<file path="src/design/sgli_pkg.sv">
`timescale 1ns / 1ps
`default_nettype none
// Shared constants, codes and types of the sorted-grid linear interpolator.
// No dependencies.
package sgli_pkg;
	localparam int TABLE_DEPTH = 256;
	localparam int FRAC_BITS   = 16;
	localparam int IDX_W       = $clog2(TABLE_DEPTH);
	localparam int CNT_W       = $clog2(TABLE_DEPTH + 1);
	localparam int POS_W       = 32;
	localparam int WORD_W      = 2 * POS_W;

	typedef logic [1:0]  kind_t;
	typedef logic [2:0]  status_t;
	typedef logic [15:0] weight_t;
	typedef logic [7:0]  slot_t;
	typedef logic signed [POS_W-1:0] fix_t;

	localparam kind_t KIND_LOAD  = 2'd0;
	localparam kind_t KIND_QUERY = 2'd1;
	localparam kind_t KIND_CLEAR = 2'd2;

	localparam status_t ST_LOADED   = 3'd0;
	localparam status_t ST_REJECTED = 3'd1;
	localparam status_t ST_CLEARED  = 3'd2;
	localparam status_t ST_EXACT    = 3'd3;
	localparam status_t ST_INTERP   = 3'd4;
	localparam status_t ST_OUTRANGE = 3'd5;
	localparam status_t ST_EMPTY    = 3'd6;
endpackage
`default_nettype wire

</file>
<file path="src/design/sgli_divmul.sv">
`timescale 1ns / 1ps
`default_nettype none
// Bit-serial fraction divider with a merged Horner multiply-accumulate.
// Depends on sgli_pkg.
module sgli_divmul (
	input  logic                        clk,
	input  logic                        arst_n,
	input  logic                        start,
	input  logic [sgli_pkg::POS_W-1:0]  num,
	input  logic [sgli_pkg::POS_W-1:0]  den,
	input  logic signed [sgli_pkg::POS_W:0] diff,
	input  sgli_pkg::fix_t              base,
	output logic                        done,
	output sgli_pkg::weight_t           weight,
	output sgli_pkg::fix_t              value
);
	import sgli_pkg::*;

	localparam int ACC_W  = POS_W + 1 + FRAC_BITS + 1;
	localparam int STEP_W = $clog2(FRAC_BITS + 1);

	logic                     busy_q, fin_q, done_q;
	logic [STEP_W-1:0]        cnt_q;
	logic [POS_W-1:0]         rem_q, den_q;
	logic signed [POS_W:0]    diff_q;
	fix_t                     base_q, value_q;
	logic [FRAC_BITS-1:0]     frac_q;
	logic signed [ACC_W-1:0]  acc_q;

	logic [POS_W:0]           r2;
	logic                     ge;
	logic signed [ACC_W:0]    total;
	logic signed [ACC_W:0]    fl;
	logic                     bump;

	always_comb begin
		r2    = {rem_q, 1'b0};
		ge    = r2 >= {1'b0, den_q};
		total = ({{(ACC_W + 1 - POS_W){base_q[POS_W-1]}}, base_q} <<< FRAC_BITS)
			+ {acc_q[ACC_W-1], acc_q};
		fl    = total >>> FRAC_BITS;
		bump  = total[ACC_W] && (total[FRAC_BITS-1:0] != '0);
	end

	always_ff @(posedge clk or negedge arst_n) begin
		if (!arst_n) begin
			busy_q <= 1'b0;
			fin_q  <= 1'b0;
			done_q <= 1'b0;
			cnt_q  <= '0;
		end else begin
			done_q <= fin_q;
			fin_q  <= 1'b0;
			if (start) begin
				busy_q <= 1'b1;
				cnt_q  <= STEP_W'(FRAC_BITS);
			end else if (busy_q) begin
				cnt_q <= cnt_q - 1'b1;
				if (cnt_q == STEP_W'(1)) begin
					busy_q <= 1'b0;
					fin_q  <= 1'b1;
				end
			end
		end
	end

	// One quotient bit per cycle, MSB first; the product c*diff builds up alongside.
	always_ff @(posedge clk) begin
		if (start) begin
			rem_q  <= num;
			den_q  <= den;
			diff_q <= diff;
			base_q <= base;
			acc_q  <= '0;
			frac_q <= '0;
		end else if (busy_q) begin
			rem_q  <= ge ? POS_W'(r2 - {1'b0, den_q}) : r2[POS_W-1:0];
			frac_q <= {frac_q[FRAC_BITS-2:0], ge};
			acc_q  <= (acc_q <<< 1)
				+ (ge ? {{(ACC_W - POS_W - 1){diff_q[POS_W]}}, diff_q} : '0);
		end
		if (fin_q) begin
			value_q <= POS_W'(fl + (ACC_W + 1)'(bump));
		end
	end

	assign done   = done_q;
	assign weight = 16'(frac_q);
	assign value  = value_q;
endmodule
`default_nettype wire

</file>
<file path="config.mk">
export PLATFORM = sky130hd
export DESIGN_NAME = sgli_divmul
export DESIGN_NICKNAME = d
export VERILOG_FILES = /design/src/design/sgli_pkg.sv /design/src/design/sgli_divmul.sv
export SDC_FILE = /design/constraint.sdc
export NUM_CORES = 1
export LEC_CHECK = 0
export ABC_AREA = 0
export BUFFER_PORTS_ARGS = -buffer_cell sky130_fd_sc_hd__buf_2
export CAP_MARGIN = 20
export CELL_PAD_IN_SITES_DETAIL_PLACEMENT = 1
export CELL_PAD_IN_SITES_GLOBAL_PLACEMENT = 1
export CORE_MARGIN = 2
export CORE_UTILIZATION = 35
export CTS_CLUSTER_DIAMETER = 80
export DETAILED_ROUTE_END_ITERATION = 6
export GPL_TIMING_DRIVEN = 0
export PLACE_DENSITY_LB_ADDON = 0.1
export SYNTH_ARGS = -nofsm -noshare
export SYNTH_HDL_FRONTEND = slang
export SYNTH_SLANG_ARGS = --single-unit
</file>
<file path="constraint.sdc">
create_clock -name clk -period 13.6 [get_ports clk]
set_clock_uncertainty 0.2 [all_clocks]
set_input_delay 0.68 -clock clk [delete_from_list [all_inputs] [get_ports clk]]
set_output_delay 0.68 -clock clk [all_outputs]
set_load 0.01 [all_outputs]
</file>
==> Word-level counts from Yosys, hierarchy flattened <==
Cells that the tools add are included.
{ "word_totals": {"regBits": 235, "in_bits": 132, "wordCells": 33} }
{ "op_classes": {"addsub": 5, "order_cmp": 1, "eq_ne": 1, "n_mux": 12, "reduce_logical": 3} }
{ "ops": {"columns": ["operator", "count"], "rows": [
  ["$mux 32", 3],
  ["$add 48x50->51", 1],
  ["$add 50x50->50", 1],
  ["$mux 50", 1],
  ["$ge 33x32->1", 1],
  ["$add 32x2->32", 1],
  ["$sub 32x32->32", 1],
  ["$reduce_bool 16->1", 1],
  ["$mux 5", 2],
  ["$mux 1", 6],
  ["$eq 5x1->1 const B", 1],
  ["$sub 5x1->5 const B", 1],
  ["$reduce_bool 2->1", 1],
  ["$logic_and 1x1->1", 1]
]} }

==> Logic depth before layout (Yosys ltp) <==
{ "depth": {"word_depth": 4, "ltp_mapped": 27, "ltp_nobuf": 23} }

==> Least setup slack after synthesis <==
Ideal clock, no wire load.
{ "synth_timing": {"path_kind": "register -> register", "from": "register rem_q[13]", "to": "register acc_q[46]", "setup_time_ns": 0.117, "arrival_ns": 5.795, "required_ns": 13.283, "slack_ns": 7.487, "stages_incl_launch_ff": 26, "path_buffers": 5, "period_less_slack_ns": 6.113, "path_cell_list": "edfxtp_1 ha_1 clkbuf_1 nand3_1 or3_1 a311o_1 a21boi_1 a21o_1 o21ai_0 nand2b_1 clkbuf_1 buf_1 clkbuf_1 and2_1 ha_1 clkbuf_1 nand2_1 nor4_1 nand2_1 a21oi_1 o21ai_0 a21oi_1 and4_1 a21oi_1 or4_1 a32o_1"} }
{ "synth_via": {"elab_chain_len": 3} }
{ "synth_rtl": {"columns": ["item", "line", "source"], "rows": [
  ["start: declaration", "sgli_divmul.sv:24", "logic [POS_W-1:0] rem_q, den_q;"],
  ["start signal: assignment", "sgli_divmul.sv:70", "rem_q <= num;"],
  ["start signal: assignment", "sgli_divmul.sv:77", "rem_q <= ge ? POS_W'(r2 - {1'b0, den_q}) : r2[POS_W-1:0];"],
  ["$ge 33x32->1", "sgli_divmul.sv:38", "ge = r2 >= {1'b0, den_q};"],
  ["$mux 50", "sgli_divmul.sv:80", "+ (ge ? {{(ACC_W - POS_W - 1){diff_q[POS_W]}}, diff_q} : '0);"],
  ["$add 50x50->50", "sgli_divmul.sv:80", null],
  ["end signal: assignment", "sgli_divmul.sv:79", "acc_q <= (acc_q <<< 1)"],
  ["end: declaration", "sgli_divmul.sv:28", "logic signed [ACC_W-1:0] acc_q;"]
]} }
Every way passes these cells.
A chain may end at the register's enable or synchronous reset.

==> Worst setup path in the final report <==
Same ends and word-level chain as after synthesis.

==> reports/results.md <==
## Setup path
- 13.89 ns — required time of the critical path
- flop — type of element launching the critical path
- reg2reg — critical path type
- 25 — number of cells on the worst reg-to-reg path
- sky130_fd_sc_hd__a21oi_1 — Crit-path slowest cell
- 5.43 ns — register-to-register setup slack
- 5 — count of buffer and inverter cells on the critical path
- 8.46 ns — WP data arrival
- rem_q[13]$_DFFE_PP_ — launching instance or port of the critical path
- simple AND/OR/NAND/NOR gates — kind of cell with the highest combined delay on the critical path
- acc_q[46]$_SDFFE_PP0P_ — worst r2r dst
- 10 — maximum fanout along the worst path
- flop — endpoint kind of the worst setup timing path
- sky130_fd_sc_hd__clkbuf_1 — cell with the most instances on the worst path
- 0.68 ns — Slowest Stage Delay on Critical Path
- rem_q[13]$_DFFE_PP_ — worst reg2reg path startpoint

## Power
- 228 nW/µm² — Pwr Density
- 117 µV — peak ir drop on the vdd network
- 7.61 nW — leakage dissipation

## Min path
- den_q[18]$_DFFE_PP_ — worst min-delay path endpoint
- in2reg — HP Class
- den[18] — min-delay src
- 1 — number of cells on the worst hold path

## STA
- no — setup repair after global routing missed its margin
- 0.0510 ns — smallest hold slack
- 1.01 ns — Tightest Pin Transition
- 0 — final-report max-slew violation count
- 8.17 ns — clock period minus worst slack
- 0 — final hold viol count
- 0 ns — final-layout setup total negative slack
- 60.0% — fin crit share
- 0 — number of setup violations in the final report
- 122 MHz — maximum clock frequency
- 33.0% — slew margin rel.

## Yosys
- 161 — Post-synth EDFFs
- 89 — number of distinct library cell variants in the gate-level netlist after synthesis
- 42.3% — share of synthesized area occupied by flip-flops and latches
- sky130_fd_sc_hd__edfxtp_1 — biggest area consumer among synthesized cells
- 15,000 µm² — synthesized cell area
- sky130_fd_sc_hd__edfxtp_1 32%, sky130_fd_sc_hd__dfxtp_1 8.8%, sky130_fd_sc_hd__ha_1 8.4%, sky130_fd_sc_hd__xnor2_1 4.5%, sky130_fd_sc_hd__nor2_1 3.8% — largest cells by area after synthesis
- 9.87 µm² — Avg Inst Size Synth
- 1,757 — total nets after synthesis
- 32.2% — proportion of netlist area held by the largest area contributor
- 3.40% — fraction of synthesis flops using an asynchronous set or reset pin
- 1,521 — number of standard cells after synthesis
- 0 — YS warnings
- 235 — number of synthesized register bits
- sky130_fd_sc_hd__edfxtp_1 — prevailing post-synth register cell

## Clocking
- 3 — clk buf depth
- 0.06 ns — Clk pin slew, worst setup/hold paths
- 1 — number of buffers added to fix hold violations after cts
- 1 — H-tree level count
- 0 — Post-CTS Setup Bufs
- 0.60 ns — insertion delay of the later-clocked pin in the worst-skew pair
- sky130_fd_sc_hd__clkbuf_16 — clock root buffer master
- 31 — cts bufs inserted
- done — CTS tree
- 0 — Resize count post-CTS
- 235 — Clock Sink Count

## Floorplanning
- 44,600 µm² — die area
- 181 — number of top-level pins
- 75 — number of standard-cell rows in the floorplan
- 211 µm — vertical die dimension
- 42,100 µm² — area of the core
- 35.6% — effective utilization at floorplan
- 211 µm — Die X-Extent

## Placed design
- 33,500 µm — estimated wirelength of the detail-placed design
- 0.854 — gp weighted congestion
- 180 — IO buf count

## Layout
- 17.3% — area overhead of the layout relative to synthesis
- 1,972 — number of nets in the final layout
- 4,837 — count of fill cells added during filler insertion
- 16.7% — ratio of cells with drive above 1 in the final layout

## Global route
- 12,900 — vias in the first global route
- 69,400 µm — global-route wire length before repair
- 6 — initial antenna violation count
- 65 — pin count of the biggest net entering global routing
- 0 — total overflow reported by the global router
- 19.6% — overall global routing resource usage

## Run status
- complete, no violations — result of the run

## Detailed routing
- 5.34 — via density per instance
- 422 — DRC violation total after the first TritonRoute iteration
- 19.0 µm — average detailed-routed wire length per instance
- 0 — post-route antenna net violation count
- 43,600 µm — WL final
- 4 — length of the first detailed-routing pass in iterations
- 12,300 — routed via count
- 0 — DRC

## Run
- 0 — # Max-Cap Violations

worst reg2reg max path, stage by stage, from the launching register on:
cell                       delay (ns)
sky130_fd_sc_hd__edfxtp_1        0.40
sky130_fd_sc_hd__ha_1            0.29
sky130_fd_sc_hd__clkbuf_1        0.26
sky130_fd_sc_hd__nand3_1         0.12
sky130_fd_sc_hd__or3_1           0.44
sky130_fd_sc_hd__a311o_1         0.33
sky130_fd_sc_hd__a21boi_1        0.32
sky130_fd_sc_hd__a21o_1          0.21
sky130_fd_sc_hd__o21ai_0         0.09
sky130_fd_sc_hd__nand2b_1        0.10
sky130_fd_sc_hd__clkbuf_1        0.53
sky130_fd_sc_hd__buf_1           0.57
sky130_fd_sc_hd__clkbuf_1        0.38
sky130_fd_sc_hd__and2_1          0.21
sky130_fd_sc_hd__ha_1            0.13
sky130_fd_sc_hd__clkbuf_1        0.34
sky130_fd_sc_hd__nand2_1         0.22
sky130_fd_sc_hd__nor4_1          0.50
sky130_fd_sc_hd__nand2_1         0.10
sky130_fd_sc_hd__a21oi_1         0.25
sky130_fd_sc_hd__o21ai_0         0.15
sky130_fd_sc_hd__a21oi_1         0.68
sky130_fd_sc_hd__and4_1          0.40
sky130_fd_sc_hd__a21oi_1         0.09
sky130_fd_sc_hd__or4_1           0.48
sky130_fd_sc_hd__a32o_1          0.27
cells by family (layout without fill, tap and decap cells):
group	Yosys count	in the layout	synth area share [%]
AOI/OAI and AO/OA	388	388	17.2
and+or+nand+nor	473	473	16.1
buffers and inverters	125	362	3.20
adders and majority gates	104	104	8.82
xor gates and xnor gates	121	121	7.06
muxes	75	75	5.27
DFF	235	235	42.3
other	0	2	0
Yosys cell counts, drive strengths merged (15+ instances only):
library cell and count:
xnor2 78, and3 22, nand2 94, dfxtp 66, o21bai 15, inv 72, xor2 43, ha 101
clkbuf 39, o21ai 62, edfxtp 161, nor3 24, and2 35, a21oi 114, a211oi 19, a21o 56
nand3 30, mux2i 43, mux2 32, a31oi 18, nor2 151, nand4 16, nor4 19
layer usage:
layer  global-route usage (%)  routed length [µm]
met5                        0                  41
met4                     4.78                1030
met3                     3.18                1490
met2                     32.8               20300
met1                     26.3               20700
how the worst max path moves through the flow:
stage	endpoint	slack, ns	cells after the start
2_1_floorplan	acc_q[46]$_SDFFE_PP0P_	7.49	25
3_3_place_gp	acc_q[46]$_SDFFE_PP0P_	5.44	25
3_5_place_dp	acc_q[46]$_SDFFE_PP0P_	5.38	25
4_1_cts	acc_q[46]$_SDFFE_PP0P_	5.33	25
5_1_grt	acc_q[46]$_SDFFE_PP0P_	4.88	25
6_report	acc_q[46]$_SDFFE_PP0P_	5.43	25
cell type report:
class                      instances  area, µm²  area share (%)
clock buffer                      42        868            4.93
multi-input combinational       1161       8180            46.4
tap                              539        674            3.83
timing repair buffer             182        941            5.34
clock inverter                    13        115           0.653
inverter                          72        270            1.53
buffer                            53        210            1.19
antenna                            2       5.00          0.0284
sequential                       235       6360            36.1
flip-flops by register name (all words and copies together), names as in the netlist:
name    flops
busy_q      1
acc_q      50
fin_q       1
weight     16
cnt_q       5
rem_q      32
den_q      32
done        1
base_q     32
diff_q     33
value      32
report_power, final:
group / switching [W] / total (W) / internal (W) / leakage, nW
logic: 0.00124 / 0.00214 / 0.000895 / 4.92
clock network: 0.000325 / 0.000790 / 0.000464 / 0.478
registers: 0.000122 / 0.00108 / 0.000962 / 2.21
stage by stage:
stage                     util [%]  setup WS, ns  area [µm²]  total power (W)  cells
after detailed placement      39.5          5.38       16600          0.00323   2241
after CTS                     41.8          5.33       17600          0.00405   2297
final                         41.8          5.43       17600          0.00401   2299
after floorplan                  -          7.49       15000          0.00270   1521
after global placement        39.4          5.44       16600          0.00319   2240
after global routing          41.8          4.88       17600          0.00435   2297
placed cells by master, fill, tap and decap left out, types with 21 or more instances in the layout:
cell / n
sky130_fd_sc_hd__inv_1: 71
sky130_fd_sc_hd__and3_1: 21
sky130_fd_sc_hd__nand2_1: 94
sky130_fd_sc_hd__o21ai_0: 55
sky130_fd_sc_hd__xnor2_1: 78
sky130_fd_sc_hd__ha_1: 101
sky130_fd_sc_hd__mux2_2: 32
sky130_fd_sc_hd__nand3_1: 28
sky130_fd_sc_hd__mux2i_1: 43
sky130_fd_sc_hd__nor2_1: 151
sky130_fd_sc_hd__clkbuf_1: 45
sky130_fd_sc_hd__edfxtp_1: 161
sky130_fd_sc_hd__a21o_1: 56
sky130_fd_sc_hd__nor3_1: 23
sky130_fd_sc_hd__and2_1: 35
sky130_fd_sc_hd__xor2_1: 43
sky130_fd_sc_hd__a21oi_1: 112
sky130_fd_sc_hd__clkbuf_16: 32
sky130_fd_sc_hd__buf_2: 181
sky130_fd_sc_hd__dfxtp_1: 66
No activity file was read; power rests on OpenSTA's default activity.
